**config.mk**
```make
export PLATFORM = sky130hd
export DESIGN_NAME = scalar_kalman_pressure_filter_core
export DESIGN_NICKNAME = d
export VERILOG_FILES = /design/src/sv/skpf_pkg.sv /design/src/sv/scalar_kalman_pressure_filter_core.sv
export SDC_FILE = /design/constraint.sdc
export NUM_CORES = 1
export LEC_CHECK = 0
export BUFFER_PORTS_ARGS = -buffer_cell sky130_fd_sc_hd__buf_2
export CAP_MARGIN = 30
export CORE_UTILIZATION = 45
export DETAILED_ROUTE_END_ITERATION = 10
export SETUP_SLACK_MARGIN = 0.15
export SKIP_CTS_REPAIR_TIMING = 1
export SYNTH_ARGS = -nofsm -noshare
export SYNTH_HDL_FRONTEND = slang
export SYNTH_SLANG_ARGS = --single-unit
```
**constraint.sdc**
```tcl
create_clock -name clk_i -period 13.8 [get_ports clk_i]
set_clock_uncertainty 0.15 [all_clocks]
set_input_delay 2.07 -clock clk_i [delete_from_list [all_inputs] [get_ports clk_i]]
set_output_delay 2.07 -clock clk_i [all_outputs]
set_load 0.03 [all_outputs]
```
**src/sv/skpf_pkg.sv**
```systemverilog
// Package for the scalar Kalman pressure filter core.
// Holds the register indexes and the sequencer state type; no dependencies.
`default_nettype none

package skpf_pkg;

  localparam int CFG_IDX_BITS = 1;

  localparam logic [CFG_IDX_BITS-1:0] REG_PROCESS_NOISE     = 1'b0;
  localparam logic [CFG_IDX_BITS-1:0] REG_MEASUREMENT_NOISE = 1'b1;

  typedef enum logic [7:0] {
    ST_IDLE   = 8'b0000_0001,
    ST_PRED   = 8'b0000_0010,
    ST_DENOM  = 8'b0000_0100,
    ST_DIV    = 8'b0000_1000,
    ST_TAIL   = 8'b0001_0000,
    ST_ROUND  = 8'b0010_0000,
    ST_UPDATE = 8'b0100_0000,
    ST_DONE   = 8'b1000_0000
  } state_e;

endpackage

`default_nettype wire

```
**src/sv/scalar_kalman_pressure_filter_core.sv**
```systemverilog
// Scalar Kalman filter core for barometric pressure samples.
// Depends on skpf_pkg for register indexes and the state type.
// An item with history runs through the restoring divider that forms the gain one quotient bit
// per cycle while two shift-and-add multipliers consume each bit in the cycle after it is
// formed; a sample with no stored estimate goes straight to the final state and passes through
// unchanged. One item is in work at a time, and a finished result waits in the output register
// while the next sample is taken.
`default_nettype none

module scalar_kalman_pressure_filter_core #(
  parameter int FRAC_BITS     = 16,
  parameter int PRESSURE_BITS = 17
) (
  input  wire logic                               clk_i,
  input  wire logic                               rst_ni,
  input  wire logic                               in_valid_i,
  output      logic                               in_stall_o,
  input  wire logic [PRESSURE_BITS-1:0]           pressure_sample_i,
  output      logic                               out_valid_o,
  input  wire logic                               out_stall_i,
  output      logic [PRESSURE_BITS-1:0]           filtered_pressure_o,
  input  wire logic                               cfg_valid_i,
  output      logic                               cfg_ready_o,
  input  wire logic [skpf_pkg::CFG_IDX_BITS-1:0]  cfg_index_i,
  input  wire logic [FRAC_BITS+7:0]               cfg_data_i
);

  localparam int VB = FRAC_BITS + 8;
  localparam int PB = PRESSURE_BITS;
  localparam int NB = VB + FRAC_BITS + 1;
  localparam int MB = PB + FRAC_BITS + 1;
  localparam int CW = $clog2(FRAC_BITS + 1);

  localparam logic [VB-1:0] Q_RESET   = VB'(1) << (FRAC_BITS - 1);
  localparam logic [VB-1:0] R_RESET   = VB'(64) << FRAC_BITS;
  localparam logic [VB-1:0] VAR_RESET = VB'(1) << FRAC_BITS;
  localparam logic [NB-1:0] HALF_N    = NB'(1) << (FRAC_BITS - 1);
  localparam logic [MB-1:0] HALF_M    = MB'(1) << (FRAC_BITS - 1);
  localparam logic [CW-1:0] CNT_LAST  = CW'(FRAC_BITS);

  skpf_pkg::state_e state_q, state_d;

  logic [VB-1:0]        q_noise_q, r_noise_q;
  logic [PB-1:0]        last_q;
  logic [VB-1:0]        var_q;
  logic                 out_valid_q;
  logic [CW-1:0]        cnt_q;

  logic [PB-1:0]        sample_q, mag_q, est_q, out_q;
  logic                 up_q, den_zero_q, bit_q;
  logic [VB-1:0]        pred_q, varn_q;
  logic [VB:0]          den_q, rem_q;
  logic [FRAC_BITS:0]   num_q;
  logic [MB-1:0]        accm_q;
  logic [NB-1:0]        accp_q;
  logic [PB:0]          corr_q;

  logic                 in_xfer, out_free;
  logic [VB:0]          pred_sum, den_sum;
  logic [VB-1:0]        pred_sat;
  logic [NB-1:0]        numer, vsum;
  logic [VB+1:0]        trial, diff;
  logic                 qbit;
  logic [VB:0]          rem_d;
  logic [MB-1:0]        accm_d, corr_sum;
  logic [NB-1:0]        accp_d;
  logic [PB+1:0]        lsum;
  logic [PB-1:0]        est_d;

  assign in_xfer     = in_valid_i && !in_stall_o;
  assign out_free    = !out_valid_q || !out_stall_i;
  assign in_stall_o  = (state_q != skpf_pkg::ST_IDLE);
  assign out_valid_o = out_valid_q;
  assign filtered_pressure_o = out_q;
  assign cfg_ready_o = 1'b1;

  assign pred_sum = {1'b0, var_q} + {1'b0, q_noise_q};
  assign pred_sat = pred_sum[VB] ? {VB{1'b1}} : pred_sum[VB-1:0];
  assign den_sum  = {1'b0, pred_q} + {1'b0, r_noise_q};
  assign numer    = {1'b0, pred_q, {FRAC_BITS{1'b0}}} + NB'(den_sum[VB:1]);

  assign trial = {rem_q, num_q[FRAC_BITS]};
  assign diff  = trial - {1'b0, den_q};
  assign qbit  = !den_zero_q && (trial >= {1'b0, den_q});
  assign rem_d = qbit ? diff[VB:0] : trial[VB:0];

  assign accm_d = {accm_q[MB-2:0], 1'b0} + (bit_q ? MB'(mag_q) : '0);
  assign accp_d = {accp_q[NB-2:0], 1'b0} + (bit_q ? NB'(pred_q) : '0);

  assign corr_sum = accm_q + HALF_M;
  assign vsum     = {1'b0, pred_q, {FRAC_BITS{1'b0}}} - accp_q + HALF_N;

  assign lsum = (PB+2)'(last_q) + (PB+2)'(corr_q);

  always_comb begin
    if (up_q) begin
      est_d = (lsum[PB+1:PB] != 2'b00) ? {PB{1'b1}} : lsum[PB-1:0];
    end else begin
      est_d = (corr_q >= {1'b0, last_q}) ? '0 : last_q - corr_q[PB-1:0];
    end
  end

  always_comb begin
    state_d = state_q;
    case (state_q)
      skpf_pkg::ST_IDLE: begin
        if (in_xfer) begin
          state_d = (last_q == '0) ? skpf_pkg::ST_DONE : skpf_pkg::ST_PRED;
        end
      end
      skpf_pkg::ST_PRED:   state_d = skpf_pkg::ST_DENOM;
      skpf_pkg::ST_DENOM:  state_d = skpf_pkg::ST_DIV;
      skpf_pkg::ST_DIV: begin
        if (cnt_q == CNT_LAST) begin
          state_d = skpf_pkg::ST_TAIL;
        end
      end
      skpf_pkg::ST_TAIL:   state_d = skpf_pkg::ST_ROUND;
      skpf_pkg::ST_ROUND:  state_d = skpf_pkg::ST_UPDATE;
      skpf_pkg::ST_UPDATE: state_d = skpf_pkg::ST_DONE;
      skpf_pkg::ST_DONE: begin
        if (out_free) begin
          state_d = skpf_pkg::ST_IDLE;
        end
      end
      default: state_d = skpf_pkg::ST_IDLE;
    endcase
  end

  always_ff @(posedge clk_i or negedge rst_ni) begin
    if (!rst_ni) begin
      state_q     <= skpf_pkg::ST_IDLE;
      q_noise_q   <= Q_RESET;
      r_noise_q   <= R_RESET;
      last_q      <= '0;
      var_q       <= VAR_RESET;
      out_valid_q <= 1'b0;
      cnt_q       <= '0;
    end else begin
      state_q <= state_d;
      if (cfg_valid_i && cfg_ready_o) begin
        case (cfg_index_i)
          skpf_pkg::REG_PROCESS_NOISE:     q_noise_q <= cfg_data_i;
          skpf_pkg::REG_MEASUREMENT_NOISE: r_noise_q <= cfg_data_i;
          default: ;
        endcase
      end
      if (state_q == skpf_pkg::ST_DENOM) begin
        cnt_q <= '0;
      end else if (state_q == skpf_pkg::ST_DIV) begin
        cnt_q <= cnt_q + CW'(1);
      end
      if (state_q == skpf_pkg::ST_DONE && out_free) begin
        out_valid_q <= 1'b1;
        last_q      <= est_q;
        var_q       <= varn_q;
      end else if (out_valid_q && !out_stall_i) begin
        out_valid_q <= 1'b0;
      end
    end
  end

  always_ff @(posedge clk_i) begin
    case (state_q)
      skpf_pkg::ST_IDLE: begin
        if (in_xfer) begin
          sample_q <= pressure_sample_i;
          est_q    <= pressure_sample_i;
          varn_q   <= var_q;
        end
      end
      skpf_pkg::ST_PRED: begin
        pred_q <= pred_sat;
        up_q   <= (sample_q >= last_q);
        mag_q  <= (sample_q >= last_q) ? sample_q - last_q : last_q - sample_q;
      end
      skpf_pkg::ST_DENOM: begin
        den_q      <= den_sum;
        den_zero_q <= (den_sum == '0);
        rem_q      <= {1'b0, numer[NB-1:FRAC_BITS+1]};
        num_q      <= numer[FRAC_BITS:0];
        accm_q     <= '0;
        accp_q     <= '0;
        bit_q      <= 1'b0;
      end
      skpf_pkg::ST_DIV: begin
        rem_q  <= rem_d;
        num_q  <= {num_q[FRAC_BITS-1:0], 1'b0};
        accm_q <= accm_d;
        accp_q <= accp_d;
        bit_q  <= qbit;
      end
      skpf_pkg::ST_TAIL: begin
        accm_q <= accm_d;
        accp_q <= accp_d;
      end
      skpf_pkg::ST_ROUND: begin
        corr_q <= corr_sum[MB-1:FRAC_BITS];
        varn_q <= vsum[NB-2:FRAC_BITS];
      end
      skpf_pkg::ST_UPDATE: begin
        est_q <= est_d;
      end
      skpf_pkg::ST_DONE: begin
        if (out_free) begin
          out_q <= est_q;
        end
      end
      default: ;
    endcase
  end

`ifndef SYNTH
  a_rem_below_divisor: assert property (@(posedge clk_i) disable iff (!rst_ni)
    (state_q == skpf_pkg::ST_DIV) |-> (den_zero_q || (rem_q < den_q)))
    else $error("divider remainder not below divisor");

  a_variance_shrinks: assert property (@(posedge clk_i) disable iff (!rst_ni)
    (state_q == skpf_pkg::ST_UPDATE) |-> (varn_q <= pred_q))
    else $error("updated variance exceeds predicted variance");

  a_result_from_done: assert property (@(posedge clk_i) disable iff (!rst_ni)
    $rose(out_valid_q) |-> ($past(state_q) == skpf_pkg::ST_DONE))
    else $error("result raised outside the final state");
`endif

endmodule

`default_nettype wire
```
## Word level (Yosys, flattened, before mapping)

Index checks and enable logic that the tools add are counted.

- Bits in writable memories: 0
- Bits in latches: 0
- Bits in registers: 381
- Memories: 0
- Output and inout bits: 20
- Word-level logic and storage cells: 103
- Bits of input ports: 47
- Memory bits (read-only): 0

- Shifts and indexed selects: 0
- Magnitude comparators: 3
- Add/sub/neg operators: 14
- Divide/modulo/power cells: 0
- Reductions and logical operators: 25
- Eq/ne operators: 13
- Bitwise operators: 1
- Multiply operators: 0
- Multiplexer cells: 25

Operators by type and width:

| kind | count |
|---|---|
| $mux 17 | 6 |
| $pmux 40 s2 | 1 |
| $pmux 17 s2 | 2 |
| $pmux 34 s2 | 1 |
| $pmux 8 s8 | 1 |
| $sub 17x17->17 | 3 |
| $add 24x24->25 | 2 |
| $pmux 25 s2 | 1 |
| $mux 24 | 2 |
| $pmux 24 s2 | 1 |
| $add 40x24->41 | 1 |
| $add 40x16->40 const B | 1 |
| $add 40x24->40 | 1 |
| $sub 40x40->40 | 1 |
| $add 34x16->34 const B | 1 |
| $add 34x17->34 | 1 |
| $mux 8 | 4 |
| $ge 26x25->1 | 1 |
| $logic_not 25->1 | 1 |
| $mux 25 | 1 |
| $sub 25x25->25 | 1 |
| $add 17x18->19 | 1 |
| $ge 18x17->1 | 1 |
| $ge 17x17->1 | 1 |
| other kinds (24) | 44 |

## Longest topological paths before layout

- Depth in word-level cells: 5
- Gate-level depth with buffers: 23
- Depth with buffers taken out: 22

## Worst setup path before layout

No wires, ideal clock.

- Path type: register -> register
- From: reg pred_q[1]
- To: reg rem_q[21] (data pin)
- Arrival time: 4.150 ns
- Required time: 13.381 ns
- Library setup time: 0.269 ns
- Slack: 9.231 ns
- Cell stages (with the launch flop): 24
- Buffers on the path: 1
- Clock period less this slack: 4.569 ns
- Cells stage by stage: edfxtp_1 ha_1 a211oi_2 nor3_1 nor4_1 nor3b_1 o21a_1 nor2_2 o31ai_1 xnor2_1 ha_1 inv_1 fa_1 nand3b_1 a21boi_0 o21ai_0 nand2b_1 a21o_1 a21o_1 and3_1 clkbuf_1 and3_1 xnor2_1 o21ai_0

- Longest elaborated chain between the ends: 3

Ends and longest elaborated chain:

| what | line | source |
|---|---|---|
| start, declared | scalar_kalman_pressure_filter_core.sv:51 | `logic [VB-1:0] pred_q, varn_q;` |
| start signal, assigned | scalar_kalman_pressure_filter_core.sv:173 | `pred_q <= pred_sat;` |
| $add 24x24->25 | scalar_kalman_pressure_filter_core.sv:79 | `assign den_sum = {1'b0, pred_q} + {1'b0, r_noise_q};` |
| named net den_sum[17] | scalar_kalman_pressure_filter_core.sv:59 | `logic [VB:0] pred_sum, den_sum;` |
| $add 40x24->41 | scalar_kalman_pressure_filter_core.sv:80 | `assign numer = {1'b0, pred_q, {FRAC_BITS{1'b0}}} + NB'(den_sum[VB:1]);` |
| $pmux 25 s2 | scalar_kalman_pressure_filter_core.sv:164 | `case (state_q)` |
| end signal, assigned | scalar_kalman_pressure_filter_core.sv:180 | `rem_q <= {1'b0, numer[NB-1:FRAC_BITS+1]};` |
| end signal, assigned | scalar_kalman_pressure_filter_core.sv:187 | `rem_q <= rem_d;` |
| end, declared | scalar_kalman_pressure_filter_core.sv:52 | `logic [VB:0] den_q, rem_q;` |

The timed path passes the listed nets, and every way through them passes these cells.
A chain may end at the register's enable or synchronous reset.

## Worst setup path after layout

- From: reg pred_q[10]
- To: reg rem_q[21] (data pin)

The elaborated chain is that of the path after synthesis.

==> impl_metrics.json <==
{
  "clock_latency_ps": 590,
  "die_h_um": 241,
  "timing.hold.ws_ps": 289,
  "core_area_um2": 56400,
  "period_share": 0.379,
  "routed_wl_um": 71700,
  "cts.sinks": 381,
  "setup_violations": 0,
  "routed_via_density": 5.66,
  "area_growth_pct": 10.7,
  "place_congestion": 0.894,
  "portBuffers": 65,
  "ys_seq_area_frac": 0.426,
  "fmax_mhz": 191,
  "tritoncts": "built",
  "ys_seq_elements": 381,
  "drive_gt1_frac": 0.0906,
  "grt_max_degree": 75,
  "final.setup.worst_slack_ps": 8560,
  "numCtsBuffers": 45,
  "dieArea_um2": 58000,
  "worstMarginPinSlew_ps": 962,
  "arrival_ps": 5390,
  "synth_ff_type": "edfxtp_1",
  "final-max-slew-violation-count": 0,
  "n_fill_cell": 5303,
  "min_period_ps": 5240,
  "synth_cell_type_count": 84,
  "grt_pass1_vias": 19654,
  "htreeDepth": 2,
  "start_util": 0.455,
  "crit_type": "reg2reg",
  "status": "finished, final reports clean",
  "via_count": 19907,
  "drc_errors": 0,
  "place_area_um2": 27000,
  "grt_setup_unrepaired": "false",
  "grt_overflow": 0,
  "drt.antenna.violating_nets": 0,
  "clk_pin_slew_worst_paths_ps": 60,
  "worstPathRequired_ps": 13950,
  "cp-end-kind": "register",
  "async_flop_share": 0.270,
  "power_density_nw_per_um2": 193,
  "cts_root_buf": "clkbuf_16",
  "syn_nets": 2955,
  "hpwl_um": 53500,
  "hold_violations": 0,
  "syn_area_um2": 25700,
  "rrSetupSlack_ps": 8560,
  "io-pin-count": 67,
  "syn_avg_cell_area_um2": 9.63,
  "drtIter0Drc": 1406,
  "fp.dieW_um": 241,
  "antenna_cells": 0,
  "synth_edf_count": 278,
  "critPathMaxFanout": 8,
  "peakVddDrop_mv": 0.107,
  "register_area_um2": 10900,
  "grt_usage": 0.250,
  "multi_input_area_um2": 13800,
  "design_area_um2": 28400,
  "wl_per_cell_um": 20.4,
  "p_leak_nw": 12.1,
  "crit_path_start_kind": "register",
  "maxCapViolations": 0,
  "fin_nets": 3010,
  "grt_pass1_wl_um": 111000,
  "hold_path.class": "reg2reg",
  "slew_headroom": 0.356,
  "synth_cells": 2668,
  "synth_warnings": 0,
  "rows": 87,
  "dp_slack_ps": 8640,
  "setup-tns-final_ps": 0,
  "firstDrtPassIters": 5,
  "antenna_found_initial": 0,
  "cts_max_path_buffers": 3
}
==> metrics by stage <==
stage / total power (W) / std cells / utilization
after global placement: 0.00425 / 3426 / 0.476
after detailed placement: 0.00431 / 3431 / 0.478
after CTS: 0.00551 / 3515 / 0.504
final: 0.00548 / 3516 / 0.504
after global routing: 0.00586 / 3516 / 0.504
after floorplan: 0.00358 / 2668 / -
==> sequential cells by signal, summed over array words and instances, names as in the netlist, 18 cells and up <==
signal / count
accm_q: 34
accp_q: 40
corr_q: 18
den_q: 25
pred_q: 24
q_noise_q: 24
r_noise_q: 24
rem_q: 25
var_q: 24
varn_q: 24
==> path summary, 6_finish.rpt <==
kind,start,cells past startpoint,end
worst max-delay path,pred_q[10],22,rem_q[21]
worst min-delay path,varn_q[14],2,var_q[14]
worst max register to register,pred_q[10],22,rem_q[21]
worst min register to register,varn_q[14],2,var_q[14]
max in group asynchronous,rst_ni,2,r_noise_q[0]
min in group asynchronous,rst_ni,1,cnt_q[2]
==> where the power goes <==
group	total, W	switching (W)	internal [W]
combinational	0.00251	0.00151	0.000999
clock	0.00117	0.000504	0.000667
sequential	0.00180	0.000210	0.00159
==> kinds of logic after synthesis <==
logic type / share of synthesized area
adders and majority gates: 0.120
and+or+nand+nor: 0.161
buffers and inverters: 0.0395
DFF: 0.426
AOI/OAI and AO/OA: 0.153
muxes: 0.0330
xor gates and xnor gates: 0.0675
other: 0.000146
==> metal layers <==
layer  track usage  wire, um  share of wire  vias to the layer above
met5             0         0              0                        -
met4         0.121      3510          0.049                        0
met3        0.0280      2630          0.037                      147
met2         0.425     34600           0.48                      490
met1         0.316     31000           0.43                     9596
li1              -         -              -                     9674
==> synthesized netlist by cell type (all sizes together) (5+ instances only) <==
master / instances / area [um^2]
a2111oi: 8 / 70.1
a211oi: 20 / 155
a21boi: 5 / 37.5
a21o: 80 / 601
a21oi: 180 / 901
a221o: 6 / 60.1
a221oi: 12 / 111
a311o: 5 / 50.1
a311oi: 7 / 61.3
a31oi: 24 / 150
and2: 54 / 338
and3: 20 / 125
and4: 6 / 52.6
buf: 10 / 46.3
clkbuf: 76 / 285
dfrtp: 99 / 2480
edfxtp: 278 / 8350
fa: 10 / 200
ha: 230 / 2880
inv: 181 / 679
mux2: 53 / 597
mux2i: 25 / 250
nand2: 318 / 1190
nand2b: 25 / 156
nand3: 53 / 265
nand3b: 9 / 67.6
nand4: 24 / 150
nor2: 211 / 795
nor2b: 29 / 181
nor3: 62 / 315
nor3b: 8 / 60.1
nor4: 17 / 106
o211ai: 15 / 113
o21a: 22 / 165
o21ai: 161 / 806
o21bai: 16 / 120
o221ai: 5 / 43.8
o31ai: 14 / 110
or2: 10 / 62.6
or3: 14 / 87.6
xnor2: 118 / 1030
xor2: 80 / 701
==> cell usage in the layout (no fill, tap or decap), types with 28 or more instances in the layout <==
master	instances
nor2_1	208
nand2_1	317
buf_2	64
edfxtp_1	278
nand3_1	52
o21ai_0	158
xor2_1	80
a21oi_1	179
nor3_1	61
a21o_1	80
ha_1	230
xnor2_1	118
mux2_2	53
dfrtp_1	99
clkbuf_16	47
nor2b_1	28
inv_1	181
and2_1	54
==> area by class of cell <==
cell class,count,area share
multi-input combinational,2019,0.485
sequential,381,0.384
clock buffer,60,0.0445
tap,756,0.0333
inverter,182,0.0240
timing repair buffer,94,0.0231
clock inverter,24,0.00590
==> critical path, stage by stage (launching register included) <==
cell	delay [ps]
edfxtp_1	590
ha_1	440
a21oi_1	210
o21ai_0	110
nor4_1	350
nor3b_1	100
o21a_1	190
nor2_2	120
o31ai_1	100
xnor2_1	290
ha_1	240
inv_1	60
fa_1	390
nand3b_1	190
a21boi_0	200
o21ai_0	110
nand2b_1	110
a21o_1	120
a21o_1	150
and3_1	320
and3_1	220
xnor2_1	120
o21ai_0	90
No activity file was read; power rests on OpenSTA's default activity.
